==> src/tspes_pkg.sv <==
`timescale 1ns / 1ps
// Shared types, constants and field layouts for the transport stream PES packetizer.
package tspes_pkg;

  // Stream and packet geometry.
  localparam int MAX_SOURCES      = 8;
  localparam int SRC_W            = 3;
  localparam int PACKET_BYTES     = 188;
  localparam int PACKET_WORDS     = PACKET_BYTES / 4;
  localparam logic [5:0] LAST_WORD_IDX = 6'(PACKET_WORDS - 1);

  // Byte and word positions inside a packet.
  localparam logic [7:0] TS_HDR_BYTES      = 8'd4;
  localparam logic [7:0] FIRST_PAYLOAD_POS = 8'd19;
  localparam logic [5:0] FIRST_DATA_WORD   = 6'd4;
  localparam logic [5:0] FIRST_PAD_WORDS   = LAST_WORD_IDX - FIRST_DATA_WORD;

  // Header field values.
  localparam logic [7:0]  SYNC_BYTE     = 8'h47;
  localparam logic [7:0]  PUSI_FLAG     = 8'h40;
  localparam logic [12:0] PID_BASE      = 13'h1e1;
  localparam logic [3:0]  PAYLOAD_ONLY  = 4'h1;
  localparam logic [7:0]  SID_AUDIO     = 8'hc0;
  localparam logic [7:0]  SID_VIDEO     = 8'he0;
  localparam logic [24:0] PES_LEN_EXTRA = 25'd8;
  localparam logic [7:0]  PES_FLAGS0    = 8'h84;
  localparam logic [7:0]  PES_FLAGS1    = 8'h80;
  localparam logic [7:0]  PES_HDR_LEN   = 8'h05;
  localparam logic [23:0] PES_START     = 24'h000001;
  localparam logic [7:0]  PTS_PREFIX    = 8'h21;

  // PTS divider: time in microseconds times 9, over 100.
  localparam logic [7:0] PTS_DIVISOR = 8'd100;
  localparam int DIV_STAGES = 7;
  localparam int PIPE_REGS  = DIV_STAGES + 1;
  localparam int INFLIGHT_W = 4;

  // Command queue between the front and back ends.
  localparam int QUEUE_DEPTH = 16;
  localparam int QPTR_W      = 4;
  localparam int QUEUE_CAP   = QUEUE_DEPTH + 1;
  localparam int OCC_W       = 5;

  // Which transport header a command opens with.
  typedef enum logic [1:0] {
    HDR_NONE,
    HDR_SHORT,
    HDR_FIRST
  } hdr_kind_t;

  // One accepted input item.
  typedef struct packed {
    logic [2:0]  source;
    logic [7:0]  data_byte;
    logic        unit_start;
    logic [23:0] unit_size;
    logic [47:0] time_us;
  } item_t;

  // One output word.
  typedef struct packed {
    logic [31:0] word;
    logic        packet_end;
    logic        run_last;
  } result_t;

  // Work for the back end: header words, at most one data word, then zero pad words.
  typedef struct packed {
    hdr_kind_t   hdr;
    logic [2:0]  src;
    logic [3:0]  cc;
    logic [7:0]  sid;
    logic [15:0] pes_len;
    logic [31:0] pts;
    logic        has_word;
    logic        use_tail;
    logic [31:0] data_word;
    logic [5:0]  zeros;
    logic        ends_packet;
  } cmd_t;

endpackage

==> src/tspes_front.sv <==
`timescale 1ns / 1ps
// Front end: accepts payload bytes, tracks packet position and builds commands.
module tspes_front (
  input  logic                clk,
  input  logic                rst,
  input  logic                accept,
  input  tspes_pkg::item_t    item,
  input  logic                cfg_write,
  input  logic [7:0]          cfg_data,
  output logic                cmd_valid,
  output tspes_pkg::cmd_t     cmd,
  output logic [47:0]         cmd_time
);

  logic [7:0]  audio_mask;
  logic [3:0]  cont [tspes_pkg::MAX_SOURCES];
  logic [7:0]  pos, pos_next;
  logic [23:0] bytes_left, bytes_left_next;
  logic [2:0]  active_source, active_source_next;
  logic [23:0] pend, pend_next;
  logic [1:0]  pend_cnt, pend_cnt_next;
  logic        tail_flag, tail_flag_next;

  logic        idle;
  logic [2:0]  src_sel;
  logic [3:0]  cc_inc;
  logic        cc_we;
  logic [24:0] size_plus;
  logic [15:0] pes_len;
  logic        at_start;
  logic [7:0]  p0;
  logic [1:0]  cnt0;
  logic [7:0]  wstart;
  logic [5:0]  word_idx;
  logic        last_byte;

  // Shared lookups for the byte being placed.
  assign idle      = (bytes_left == 24'd0);
  assign src_sel   = idle ? item.source : active_source;
  assign cc_inc    = cont[src_sel] + 4'd1;
  assign size_plus = {1'b0, item.unit_size} + tspes_pkg::PES_LEN_EXTRA;
  assign pes_len   = (size_plus[24:16] != 9'd0) ? 16'd0 : size_plus[15:0];
  assign at_start  = (pos == 8'd0);
  assign p0        = at_start ? tspes_pkg::TS_HDR_BYTES : pos;
  assign cnt0      = at_start ? 2'd0 : pend_cnt;
  assign wstart    = p0 - {6'd0, cnt0};
  assign word_idx  = wstart[7:2];
  assign last_byte = (bytes_left == 24'd1);
  assign cmd_time  = item.time_us;

  // Classify the item and work out the packet state it leaves behind.
  always_comb begin
    cmd                = '0;
    cmd_valid          = 1'b0;
    cc_we              = 1'b0;
    pos_next           = pos;
    bytes_left_next    = bytes_left;
    active_source_next = active_source;
    pend_next          = pend;
    pend_cnt_next      = pend_cnt;
    tail_flag_next     = tail_flag;
    cmd.src            = src_sel;
    cmd.cc             = cc_inc;
    cmd.sid            = audio_mask[src_sel] ? tspes_pkg::SID_AUDIO : tspes_pkg::SID_VIDEO;
    cmd.pes_len        = pes_len;
    if (accept && idle && item.unit_start) begin
      // First byte of a unit: full header; units of one byte or none close at once.
      cmd.hdr            = tspes_pkg::HDR_FIRST;
      cmd_valid          = 1'b1;
      cc_we              = 1'b1;
      active_source_next = item.source;
      if (item.unit_size <= 24'd1) begin
        cmd.has_word    = 1'b1;
        cmd.use_tail    = 1'b1;
        cmd.data_word   = {16'd0, (item.unit_size == 24'd0) ? 8'd0 : item.data_byte, 8'd0};
        cmd.zeros       = tspes_pkg::FIRST_PAD_WORDS;
        cmd.ends_packet = 1'b1;
        pos_next        = 8'd0;
        bytes_left_next = 24'd0;
        pend_cnt_next   = 2'd0;
        tail_flag_next  = 1'b0;
      end else begin
        pend_next       = {16'd0, item.data_byte};
        pend_cnt_next   = 2'd3;
        tail_flag_next  = 1'b1;
        pos_next        = tspes_pkg::FIRST_PAYLOAD_POS;
        bytes_left_next = item.unit_size - 24'd1;
      end
    end else if (accept && !idle) begin
      // Later byte of a unit, behind a short header when a packet opens.
      bytes_left_next = bytes_left - 24'd1;
      if (at_start) begin
        cmd.hdr = tspes_pkg::HDR_SHORT;
        cc_we   = 1'b1;
      end
      if (cnt0 == 2'd3) begin
        cmd.has_word   = 1'b1;
        cmd.use_tail   = tail_flag;
        cmd.data_word  = {pend, item.data_byte};
        tail_flag_next = 1'b0;
        pend_cnt_next  = 2'd0;
        if (last_byte) begin
          cmd.zeros       = tspes_pkg::LAST_WORD_IDX - word_idx;
          cmd.ends_packet = 1'b1;
          pos_next        = 8'd0;
        end else begin
          cmd.ends_packet = (word_idx == tspes_pkg::LAST_WORD_IDX);
          pos_next        = cmd.ends_packet ? 8'd0 : (p0 + 8'd1);
        end
      end else if (last_byte) begin
        cmd.has_word = 1'b1;
        case (cnt0)
          2'd0:    cmd.data_word = {item.data_byte, 24'd0};
          2'd1:    cmd.data_word = {pend[7:0], item.data_byte, 16'd0};
          default: cmd.data_word = {pend[15:0], item.data_byte, 8'd0};
        endcase
        cmd.zeros       = tspes_pkg::LAST_WORD_IDX - word_idx;
        cmd.ends_packet = 1'b1;
        pos_next        = 8'd0;
        pend_cnt_next   = 2'd0;
        tail_flag_next  = 1'b0;
      end else begin
        pend_next     = {pend[15:0], item.data_byte};
        pend_cnt_next = cnt0 + 2'd1;
        pos_next      = p0 + 8'd1;
      end
      cmd_valid = at_start || cmd.has_word;
    end
  end

  // Control state and configuration.
  always_ff @(posedge clk) begin
    if (rst) begin
      audio_mask    <= 8'd0;
      pos           <= 8'd0;
      bytes_left    <= 24'd0;
      active_source <= 3'd0;
      pend_cnt      <= 2'd0;
      tail_flag     <= 1'b0;
      for (int i = 0; i < tspes_pkg::MAX_SOURCES; i++) begin
        cont[i] <= 4'd0;
      end
    end else begin
      if (cfg_write) begin
        audio_mask <= cfg_data;
      end
      pos           <= pos_next;
      bytes_left    <= bytes_left_next;
      active_source <= active_source_next;
      pend_cnt      <= pend_cnt_next;
      tail_flag     <= tail_flag_next;
      if (cc_we) begin
        cont[src_sel] <= cc_inc;
      end
    end
  end

  // Bytes waiting to complete a word.
  always_ff @(posedge clk) begin
    pend <= pend_next;
  end

endmodule

==> src/tspes_pts.sv <==
`timescale 1ns / 1ps
// Pipelined PTS divider: carries each command while time * 9 / 100 is formed.
module tspes_pts (
  input  logic                               clk,
  input  logic                               rst,
  input  logic                               in_valid,
  input  tspes_pkg::cmd_t                    in_cmd,
  input  logic [47:0]                        in_time,
  output logic                               out_valid,
  output tspes_pkg::cmd_t                    out_cmd,
  output logic [tspes_pkg::INFLIGHT_W-1:0]   inflight
);

  localparam int NREG = tspes_pkg::PIPE_REGS;

  logic            v     [NREG];
  logic [55:0]     x_s   [NREG];
  logic [6:0]      r_s   [NREG];
  logic [31:0]     q_s   [NREG];
  tspes_pkg::cmd_t cmd_s [NREG];
  logic [51:0]     nine_t;

  // Eight restoring steps of long division by 100 on one dividend byte.
  function automatic logic [14:0] div_byte(input logic [6:0] r_in, input logic [7:0] bits);
    logic [7:0] r;
    logic [7:0] q;
    r = {1'b0, r_in};
    q = 8'd0;
    for (int i = 7; i >= 0; i--) begin
      r = {r[6:0], bits[i]};
      if (r >= tspes_pkg::PTS_DIVISOR) begin
        r    = r - tspes_pkg::PTS_DIVISOR;
        q[i] = 1'b1;
      end
    end
    return {q, r[6:0]};
  endfunction

  assign nine_t = {1'b0, in_time, 3'b000} + {4'd0, in_time};

  // Load stage: dividend is time * 9, most significant byte first.
  always_ff @(posedge clk) begin
    x_s[0]   <= {4'd0, nine_t};
    r_s[0]   <= 7'd0;
    q_s[0]   <= 32'd0;
    cmd_s[0] <= in_cmd;
  end

  // Division stages, one dividend byte each.
  for (genvar s = 1; s < NREG; s++) begin : g_stage
    logic [14:0] step;
    assign step = div_byte(r_s[s-1], x_s[s-1][55:48]);
    always_ff @(posedge clk) begin
      x_s[s]   <= {x_s[s-1][47:0], 8'd0};
      r_s[s]   <= step[6:0];
      q_s[s]   <= {q_s[s-1][23:0], step[14:7]};
      cmd_s[s] <= cmd_s[s-1];
    end
  end

  // Valid bits of the pipeline.
  always_ff @(posedge clk) begin
    if (rst) begin
      for (int i = 0; i < NREG; i++) begin
        v[i] <= 1'b0;
      end
    end else begin
      v[0] <= in_valid;
      for (int i = 1; i < NREG; i++) begin
        v[i] <= v[i-1];
      end
    end
  end

  // Count of commands still in the divider.
  always_comb begin
    inflight = '0;
    for (int i = 0; i < NREG; i++) begin
      inflight = inflight + {{(tspes_pkg::INFLIGHT_W-1){1'b0}}, v[i]};
    end
  end

  // Result: low 32 bits of the quotient go into the command.
  always_comb begin
    out_cmd     = cmd_s[NREG-1];
    out_cmd.pts = q_s[NREG-1];
  end
  assign out_valid = v[NREG-1];

endmodule

==> src/tspes_queue.sv <==
`timescale 1ns / 1ps
// Command queue with a registered head entry between the front and back ends.
module tspes_queue (
  input  logic                            clk,
  input  logic                            rst,
  input  logic                            wr_valid,
  input  tspes_pkg::cmd_t                 wr_data,
  input  logic                            rd_pop,
  output logic                            rd_valid,
  output tspes_pkg::cmd_t                 rd_data,
  output logic [tspes_pkg::OCC_W-1:0]     occupancy
);

  tspes_pkg::cmd_t              mem [tspes_pkg::QUEUE_DEPTH];
  logic [tspes_pkg::QPTR_W-1:0] wr_ptr;
  logic [tspes_pkg::QPTR_W-1:0] rd_ptr;
  logic [tspes_pkg::OCC_W-1:0]  mem_count;
  logic                         head_valid;
  logic                         head_free;
  logic                         mem_empty;
  logic                         mem_we;
  logic                         mem_rd;
  logic                         bypass;

  // Head refills from memory, or straight from the writer when memory is empty.
  assign head_free = !head_valid || rd_pop;
  assign mem_empty = (mem_count == '0);
  assign mem_rd    = head_free && !mem_empty;
  assign bypass    = head_free && mem_empty && wr_valid;
  assign mem_we    = wr_valid && !bypass;
  assign rd_valid  = head_valid;
  assign occupancy = mem_count + {{(tspes_pkg::OCC_W-1){1'b0}}, head_valid};

  // Storage array.
  always_ff @(posedge clk) begin
    if (mem_we) begin
      mem[wr_ptr] <= wr_data;
    end
  end

  // Registered head entry.
  always_ff @(posedge clk) begin
    if (mem_rd) begin
      rd_data <= mem[rd_ptr];
    end else if (bypass) begin
      rd_data <= wr_data;
    end
  end

  // Pointers and counts.
  always_ff @(posedge clk) begin
    if (rst) begin
      wr_ptr     <= '0;
      rd_ptr     <= '0;
      mem_count  <= '0;
      head_valid <= 1'b0;
    end else begin
      if (mem_we) begin
        wr_ptr <= wr_ptr + 1'b1;
      end
      if (mem_rd) begin
        rd_ptr <= rd_ptr + 1'b1;
      end
      mem_count <= mem_count + {{(tspes_pkg::OCC_W-1){1'b0}}, mem_we}
                             - {{(tspes_pkg::OCC_W-1){1'b0}}, mem_rd};
      if (head_free) begin
        head_valid <= mem_rd || bypass;
      end
    end
  end

endmodule

==> src/tspes_back.sv <==
`timescale 1ns / 1ps
// Back end: expands each command into header, data and pad words, one per cycle while the reader pops.
module tspes_back (
  input  logic                clk,
  input  logic                rst,
  input  logic                q_valid,
  input  tspes_pkg::cmd_t     q_data,
  output logic                q_pop,
  output logic                empty,
  input  logic                pop,
  output tspes_pkg::result_t  result
);

  tspes_pkg::cmd_t cur;
  logic            cur_valid;
  logic [5:0]      idx;
  logic [5:0]      last_idx;
  logic [2:0]      hdr_n;
  logic [15:0]     tail;
  logic            res_valid;

  logic            advance;
  logic            is_last;
  logic            emit;
  logic            load;
  logic [2:0]      q_hdr_n;
  logic [31:0]     word_now;
  logic [12:0]     pid;
  logic [7:0]      pid_hi;

  // Header words of the current command.
  assign pid    = tspes_pkg::PID_BASE + {10'd0, cur.src};
  assign pid_hi = ((cur.hdr == tspes_pkg::HDR_FIRST) ? tspes_pkg::PUSI_FLAG : 8'd0)
                | {3'd0, pid[12:8]};

  always_comb begin
    word_now = 32'd0;
    if ({3'd0, hdr_n} > idx) begin
      case (idx[1:0])
        2'd0: word_now = {tspes_pkg::SYNC_BYTE, pid_hi, pid[7:0], tspes_pkg::PAYLOAD_ONLY, cur.cc};
        2'd1: word_now = {tspes_pkg::PES_START, cur.sid};
        2'd2: word_now = {cur.pes_len, tspes_pkg::PES_FLAGS0, tspes_pkg::PES_FLAGS1};
        default: word_now = {tspes_pkg::PES_HDR_LEN,
                             tspes_pkg::PTS_PREFIX | {5'd0, cur.pts[31:30], 1'b0},
                             cur.pts[29:22], cur.pts[21:15], 1'b1};
      endcase
    end else if (cur.has_word && idx == {3'd0, hdr_n}) begin
      word_now = cur.use_tail ? {tail, cur.data_word[15:0]} : cur.data_word;
    end
  end

  // Handshake between the command register and the output register.
  assign advance = !res_valid || pop;
  assign is_last = (idx == last_idx);
  assign emit    = advance && cur_valid;
  assign load    = q_valid && (!cur_valid || (emit && is_last));
  assign q_pop   = load;
  assign empty   = !res_valid;

  always_comb begin
    case (q_data.hdr)
      tspes_pkg::HDR_FIRST: q_hdr_n = 3'd4;
      tspes_pkg::HDR_SHORT: q_hdr_n = 3'd1;
      default:              q_hdr_n = 3'd0;
    endcase
  end

  // Command payload, the last two PTS bytes of the open unit and the output word.
  always_ff @(posedge clk) begin
    if (load) begin
      cur      <= q_data;
      hdr_n    <= q_hdr_n;
      last_idx <= {3'd0, q_hdr_n} + {5'd0, q_data.has_word} + q_data.zeros - 6'd1;
      if (q_data.hdr == tspes_pkg::HDR_FIRST) begin
        tail <= {q_data.pts[14:7], q_data.pts[6:0], 1'b1};
      end
    end
    if (emit) begin
      result.word       <= word_now;
      result.packet_end <= is_last && cur.ends_packet;
      result.run_last   <= is_last;
    end
  end

  // Sequencing control.
  always_ff @(posedge clk) begin
    if (rst) begin
      cur_valid <= 1'b0;
      idx       <= 6'd0;
      res_valid <= 1'b0;
    end else begin
      if (load) begin
        cur_valid <= 1'b1;
        idx       <= 6'd0;
      end else if (emit) begin
        cur_valid <= !is_last;
        idx       <= idx + 6'd1;
      end
      if (advance) begin
        res_valid <= cur_valid;
      end
    end
  end

endmodule

==> src/ts_pes_packetizer_top.sv <==
`timescale 1ns / 1ps
// Top level of the transport stream PES packetizer.
//
// Takes access-unit payload one byte per item and gives out 188-byte transport
// packets as big-endian 32-bit words, one word per cycle while the reader pops.
// Input items are taken every cycle while full is low; full rises only when the
// 17-entry command queue plus the 8-stage PTS divider pipeline hold as much work
// as the queue can take. On the way to the result ports a byte's first word
// passes the load stage, seven divider stages of one dividend byte each, the
// queue head, the command register and the output register. The first byte of
// a unit expands into four header words, and a unit's last byte into the rest
// of the packet as zero pad words (up to 45 words), so sustained input rate is
// set by the one-word-per-cycle output side.
// The audio source mask is written through cfg_valid/cfg_data; cfg_ready is
// always high and the mask should only change while the block is idle.
module ts_pes_packetizer_top (
  input  logic                clk,
  input  logic                rst,
  input  logic                push,
  output logic                full,
  input  tspes_pkg::item_t    item,
  output logic                empty,
  input  logic                pop,
  output tspes_pkg::result_t  result,
  input  logic                cfg_valid,
  output logic                cfg_ready,
  input  logic [7:0]          cfg_data
);

  logic                              accept;
  logic                              f_valid;
  tspes_pkg::cmd_t                   f_cmd;
  logic [47:0]                       f_time;
  logic                              p_valid;
  tspes_pkg::cmd_t                   p_cmd;
  logic [tspes_pkg::INFLIGHT_W-1:0]  inflight;
  logic                              q_valid;
  tspes_pkg::cmd_t                   q_data;
  logic                              q_pop;
  logic [tspes_pkg::OCC_W-1:0]       occupancy;
  logic [tspes_pkg::OCC_W:0]         committed;

  // Every command in flight already has a queue entry reserved.
  assign committed = {1'b0, occupancy} + {{(tspes_pkg::OCC_W+1-tspes_pkg::INFLIGHT_W){1'b0}},
                                          inflight};
  assign full      = (committed >= (tspes_pkg::OCC_W+1)'(tspes_pkg::QUEUE_CAP));
  assign accept    = push && !full;
  assign cfg_ready = 1'b1;

  tspes_front u_front (
    .clk       (clk),
    .rst       (rst),
    .accept    (accept),
    .item      (item),
    .cfg_write (cfg_valid && cfg_ready),
    .cfg_data  (cfg_data),
    .cmd_valid (f_valid),
    .cmd       (f_cmd),
    .cmd_time  (f_time)
  );

  tspes_pts u_pts (
    .clk       (clk),
    .rst       (rst),
    .in_valid  (f_valid),
    .in_cmd    (f_cmd),
    .in_time   (f_time),
    .out_valid (p_valid),
    .out_cmd   (p_cmd),
    .inflight  (inflight)
  );

  tspes_queue u_queue (
    .clk       (clk),
    .rst       (rst),
    .wr_valid  (p_valid),
    .wr_data   (p_cmd),
    .rd_pop    (q_pop),
    .rd_valid  (q_valid),
    .rd_data   (q_data),
    .occupancy (occupancy)
  );

  tspes_back u_back (
    .clk     (clk),
    .rst     (rst),
    .q_valid (q_valid),
    .q_data  (q_data),
    .q_pop   (q_pop),
    .empty   (empty),
    .pop     (pop),
    .result  (result)
  );

  // Reserved queue space is never exceeded.
  a_no_overflow: assert property (@(posedge clk) disable iff (rst)
    committed <= (tspes_pkg::OCC_W+1)'(tspes_pkg::QUEUE_CAP))
    else $error("command queue over-committed");

  // The back end takes a command only when the queue head holds one.
  a_pop_valid: assert property (@(posedge clk) disable iff (rst)
    q_pop |-> q_valid)
    else $error("command taken from an empty queue");

  // A packet always closes on the last word of its command.
  a_end_last: assert property (@(posedge clk) disable iff (rst)
    (!empty && result.packet_end) |-> result.run_last)
    else $error("packet end inside a word run");

endmodule
==> config.mk <==
export PLATFORM = sky130hd
export DESIGN_NAME = ts_pes_packetizer_top
export DESIGN_NICKNAME = d
export VERILOG_FILES = /design/src/tspes_pkg.sv /design/src/tspes_front.sv /design/src/tspes_pts.sv /design/src/tspes_queue.sv /design/src/tspes_back.sv /design/src/ts_pes_packetizer_top.sv
export SDC_FILE = /design/constraint.sdc
export NUM_CORES = 2
export LEC_CHECK = 0
export ABC_AREA = 1
export CAP_MARGIN = 5
export CORE_ASPECT_RATIO = 1.75
export CORE_MARGIN = 2
export CORE_UTILIZATION = 50
export CTS_BUF_LIST = sky130_fd_sc_hd__clkbuf_4
export CTS_CLUSTER_SIZE = 30
export DETAILED_ROUTE_END_ITERATION = 8
export DONT_BUFFER_PORTS = 1
export PLACE_DENSITY = 0.72
export SLEW_MARGIN = 20
export SYNTH_ARGS = -nofsm -noshare
export SYNTH_HDL_FRONTEND = slang
export SYNTH_SLANG_ARGS = --single-unit
==> constraint.sdc <==
create_clock -name clk -period 12.6 [get_ports clk]
set_clock_uncertainty 0.1 [all_clocks]
set_input_delay 1.26 -clock clk [delete_from_list [all_inputs] [get_ports clk]]
set_output_delay 1.26 -clock clk [all_outputs]
set_load 0.02 [all_outputs]
# Word level (Yosys, flattened, before mapping)
# Memory sizes are Yosys's and may differ from the RTL's. A register that Yosys moved wholly into a read port is not among the register bits.
# Index checks and enable logic that the tools add are counted.
[word_totals]
register_bits = 356
latch_bits = 0
mem_bits_rw = 3344
rom_bits = 0
in_bits = 97
output_inout_bits = 37
wordCells = 453
mem_count = 7
[mem_list]
columns = ["memory", "words", "width", "rd", "rd_ports_with_merged_regs", "write_ports", "line", "text"]
rows = [
  ["u_queue.mem", 16, 106, 1, 1, 1, "tspes_queue.sv:14", "tspes_pkg::cmd_t mem [tspes_pkg::QUEUE_DEPTH];"],
  ["u_pts.cmd_s", 8, 106, 8, 0, 8, "tspes_pts.sv:20", "tspes_pkg::cmd_t cmd_s [NREG];"],
  ["u_pts.x_s", 8, 56, 7, 0, 8, "tspes_pts.sv:17", "logic [55:0] x_s [NREG];"],
  ["u_pts.q_s", 8, 32, 8, 0, 8, "tspes_pts.sv:19", "logic [31:0] q_s [NREG];"],
  ["u_pts.r_s", 8, 7, 7, 0, 8, "tspes_pts.sv:18", "logic [6:0] r_s [NREG];"],
  ["u_front.cont", 8, 4, 1, 0, 8, "tspes_front.sv:16", "logic [3:0] cont [tspes_pkg::MAX_SOURCES];"],
  ["+1 memories", "--", "--", "--", "--", "--", "--", ""],
]
[op_classes]
add_sub_neg = 83
multipliers = 0
div = 0
n_lt_le_gt_ge = 60
n_eq_ne = 14
shifts = 0
muxes = 197
bitwise = 9
reduce_logical = 42
[op_table]
columns = ["operator", "count"]
rows = [
  ["$ge A8 B7 Y1 const B", 56],
  ["$mux W7", 57],
  ["$sub A7 B7 Y7 const B", 56],
  ["$mux W106", 2],
  ["$mux W24", 8],
  ["$mux W41", 3],
  ["$mux W32", 3],
  ["$pmux W32 S3", 1],
  ["$mux W1", 93],
  ["$mux W39", 2],
  ["$mux W8", 8],
  ["$pmux W32 S2", 1],
  ["$add A51 B48 Y52", 1],
  ["$logic_not A24 Y1", 2],
  ["$sub A24 B1 Y24 const B", 2],
  ["$add A24 B4 Y25 const B", 1],
  ["$add A4 B1 Y4", 6],
  ["$eq A24 B1 Y1 const B", 1],
  ["$le A24 B1 Y1 const B", 1],
  ["$mux W16", 1],
  ["$mux W2", 8],
  ["$logic_and A1 B1 Y1", 13],
  ["$add A4 B1 Y4 const B", 3],
  ["$mux W4", 3],
  ["other kinds (42)", 73],
]

# Longest topological paths before layout
# An unclocked memory read counts as a cell.
[logic_depth]
word_depth = 20
ltp_mapped = 63
ltp_nobuf = 63

# Modules after synthesis
# A second synthesis with hierarchy kept.
[unflattened]
hier_cells = 11182
hier_area_um2 = 119460.8
[modules_own_cells]
columns = ["mod", "n_inst", "cells_each", "area_per_inst_um2", "seq_area_each_um2"]
rows = [
  ["tspes_queue", 1, 6131, 72837.4, 54472.2],
  ["tspes_pts", 1, 3387, 32033.2, 18657.9],
  ["tspes_front", 1, 1182, 8336.7, 2602.5],
  ["tspes_back", 1, 445, 6038.3, 4424.2],
  ["ts_pes_packetizer_top", 1, 37, 215.2, 0.0],
]

# Least setup slack after synthesis
# Ideal clock, no wire load.
[synth_path]
kind = "input port to flip-flop"
from = "input pop"
to = "memory u_queue.mem[11][0] (netlist name) (enable)"
setup_ns = 0.558
arrival_ns = 7.238
slack_ns = 4.704
cell_stages = 12
path_cell_list = "or2_2 -> nand2_1 -> inv_1 -> nand2_1 -> nand2_1 -> inv_1 -> nand2_1 -> nand2_1 -> inv_1 -> nor2_1 -> nand2_1 -> nor2_1"
[synth_via]
elab_chain_len = 12
[synth_lines]
columns = ["element", "line", "text"]
rows = [
  ["from (decl)", "ts_pes_packetizer_top.sv:23", "input logic pop,"],
  ["$logic_or A1 B1 Y1", "tspes_back.sv:53", "assign advance = !res_valid || pop;"],
  ["$logic_and A1 B1 Y1", "tspes_back.sv:55", "assign emit = advance && cur_valid;"],
  ["net u_back.emit", "tspes_back.sv:24", "logic emit;"],
  ["$logic_and A1 B1 Y1", "tspes_back.sv:56", "assign load = q_valid && (!cur_valid || (emit && is_last));"],
  ["$logic_or A1 B1 Y1", "tspes_back.sv:56", ""],
  ["$logic_and A1 B1 Y1", "tspes_back.sv:56", ""],
  ["$logic_or A1 B1 Y1", "tspes_queue.sv:26", "assign head_free = !head_valid || rd_pop;"],
  ["$logic_and A1 B1 Y1 (2 in a row)", "tspes_queue.sv:29", "assign bypass = head_free && mem_empty && wr_valid;"],
  ["$logic_not A1 Y1", "tspes_queue.sv:30", "assign mem_we = wr_valid && !bypass;"],
  ["$logic_and A1 B1 Y1", "tspes_queue.sv:30", ""],
  ["net u_queue.mem_we", "tspes_queue.sv:21", "logic mem_we;"],
  ["$mux W1", "tspes_queue.sv:36", "if (mem_we) begin"],
  ["$mux W1 (implied by the code)", "tspes_queue.sv:37", "mem[wr_ptr] <= wr_data;"],
  ["to (decl)", "tspes_queue.sv:14", ""],
]
# The timed path passes the listed nets, and every way through them passes these cells.

==> metrics.txt <==
Syn Area/Cell=11.99 um2; row count=224; CTS tree=yes; Setup TNS=0 ns; Final #Nets=9,501; top-count cell post-synth=edfxtp_1; Starting Density=0.5027; CP Max Fanout=9; r2r endpoint=u_pts.r_s[2][6]; Post-synth top cells=edfxtp_1, nor2_1, o21ai_0, dfxtp_1, nand2_1; DR vias/cell=5.743; Top delay family on crit path=simple AND/OR/NAND/NOR gates; synth top area cells=edfxtp_1, dfxtp_1, o21ai_0, nor2_1, nand2_1; top_reg_cell synth=edfxtp_1; Top Ports=134; R2R depth=between 60 and 70; dpl hpwl=154,200 um; GPL Wtd Cong=between 0.9 and 1; share of cells above drive strength 1=0.1436; Max Fclk=0.1266 GHz; sequential area share after synthesis=0.7046; CTS Sinks=about 2,800; post-route ant nets=0; Synth Instances=8,904; largest area contributor in the netlist=edfxtp_1; GR Util All Layers=0.2448; RR Startpoint=u_pts.r_s[1][8]; overflow left after global routing=0; worst slew pin tran=1.126 ns; hold_ws=0.1042 ns; CTS resizes=0; max incr delay on CP=~0.38 ns; worst path arrival time=8.97 ns; die width=353.4 um; CTS buffer count=approximately 620; initial antenna violation count=12; fin. max-slew vios=0; DR vias=72,270; Yosys reg bits=2,822; CP Buf/Inv Count=10; asr flop ratio synth=0; insertion delay to the later sink of the worst-skew pair=1.29 ns; Cell Area, Synth=between 100,000 and 150,000 um2; crit path time final=7.899 ns; Cell variety after synth=65; Critical-path top delay cell=dfxtp_1; DRT Pass-1 Iters=8; core area=212,400 um2; Post-CTS Setup Bufs=0; DRC=0; first-pass GRT wire length=just over 400,000 um; Yosys warnings=0; r2r setup slk=4.70 ns; Fin. Hold Viols=0; Post-synth EDFFs=1,874; cell mode on critical path=nand2_1; Setup Viol. Count Final=0; Crit. End Element=flop; Hold/Removal Path Class=primary input to flop; Slew Limit Headroom=0.2401; Area Overhead vs Synth=11.00%; Clock Tree Buf Depth=4; DR iter-0 viols=7,563; largest net degree at the start of global routing=198; Hold Crit Start=item[81]; Buffers on Ports=0; cts hold-fix bufs=40; die height=615.4 um; H-tree Lvls=6; RSZ-0062 raised after global routing=no; share of the synthesized area in the top cell type=0.5269; Req. time, crit path=13.67 ns; root buf cell=clkbuf_4; Max Cap Viol=0; Mapped Nets=between 9,000 and 10,000; status=finished clean; full die area=~220,000 um2; Startpoint Class=flop; Reg clk slew, reported paths=0.07 ns; crit share post-route=0.6269; Routed wire per std cell=21.70 um; hold endpoint=u_front.active_source[0]; hold depth=2; vias in the first global route=a little over 70,000; Total Routed Length=273,100 um; Worst Setup Path Type=flop to flop; WP depth=61
[cell usage in the layout, fill, tap and decap left out, drive strengths merged, types with 75 or more instances in the layout]
master | netlist | layout
edfxtp | 1874 | 1874
nor2 | 1314 | 1314
o21ai | 992 | 992
nand2 | 980 | 980
dfxtp | 948 | 948
clkbuf | 369 | 928
inv | 542 | 555
nand3 | 501 | 501
o221ai | 284 | 284
clkinv | 7 | 161
ha | 154 | 154
o22ai | 145 | 145
xor2 | 142 | 142
o211ai | 132 | 132
a21oi | 123 | 123
a31oi | 110 | 110
buf | 25 | 75
[layer usage]
layer | routed length, um | GRT usage | part of all wire | vias up
li1 | - | - | - | 32890
met1 | 96840 | 0.2770 | 0.35 | 34980
met2 | 139000 | 0.4309 | 0.51 | 3569
met3 | 21160 | 0.04121 | 0.077 | 826
met4 | 16010 | 0.1490 | 0.059 | 8
met5 | 51 | 0 | 0.00019 | -
[worst register-to-register path, delay by kind of cell (launching register included)]
family	cells	cell delay [ns]
AO/OA/AOI/OAI	3	0.55
AND/OR/NAND/NOR	39	4.04
buffers and inverters	10	0.85
flip-flops	1	0.38
adder cells (fa/ha/maj)	8	1.72
XOR/XNOR	1	0.20
[metrics by stage]
stage	std cells	util	setup WS [ns]	area (um2)
2_1_floorplan	8904	-	4.704	106800
3_3_place_gp	11410	0.5167	5.233	109800
3_5_place_dp	11410	0.5171	4.898	109800
4_1_cts	12570	0.5577	4.910	118500
5_1_grt	12580	0.5580	4.052	118500
6_report	12590	0.5580	4.701	118600
[worst max path at each step]
stage / from / endpoint / slack (ns)
2_1_floorplan: pop / u_queue.mem[11][0] / 4.70
3_3_place_gp: u_pts.r_s[1][8] / u_pts.r_s[2][6] / 5.23
3_5_place_dp: u_pts.r_s[1][8] / u_pts.r_s[2][6] / 4.90
4_1_cts: u_pts.r_s[1][8] / u_pts.r_s[2][6] / 4.91
5_1_grt: u_pts.r_s[1][8] / u_pts.r_s[2][6] / 4.05
6_report: u_pts.r_s[1][8] / u_pts.r_s[2][6] / 4.70
[state kept, by name (all words and copies together) (netlist names), 24 cells and up, named ones only]
name and cells:
u_front.cont 32, u_back.cur 78, u_pts.q_s 80, u_pts.x_s 213, u_back.result 34, u_pts.cmd_s 536
u_front.bytes_left 24, u_queue.mem 1584, u_pts.r_s 39, u_front.pend 24, u_queue.rd_data 99
[final cells by class]
| class | instances | area (um2) |
|---|---|---|
| fillers | 17450 | 93890 |
| flip-flops and latches | 2822 | 75270 |
| clock buffers | 928 | 6967 |
| diodes | 18 | 45.04 |
| repair buffers | 114 | 1239 |
| inverters | 549 | 2097 |
| clock inverters | 190 | 1259 |
| well taps | 2825 | 3535 |
| multi-input cells | 5139 | 28140 |
[cells by family (layout without fill, tap and decap cells)]
family | after synthesis | in the layout | share of synthesized area
flops | 2822 | 2822 | 0.7046
simple gates | 2936 | 2936 | 0.1215
buf+inv | 943 | 1781 | 0.03325
fa+ha+maj | 162 | 162 | 0.01954
other cells | 1 | 19 | 0.00003511
compound gates | 1860 | 1860 | 0.1058
xor+xnor | 180 | 180 | 0.01525
Power is left out: the tool's default activity adds up to more than one toggle a clock period on the data nets, which glitch-free logic cannot reach.
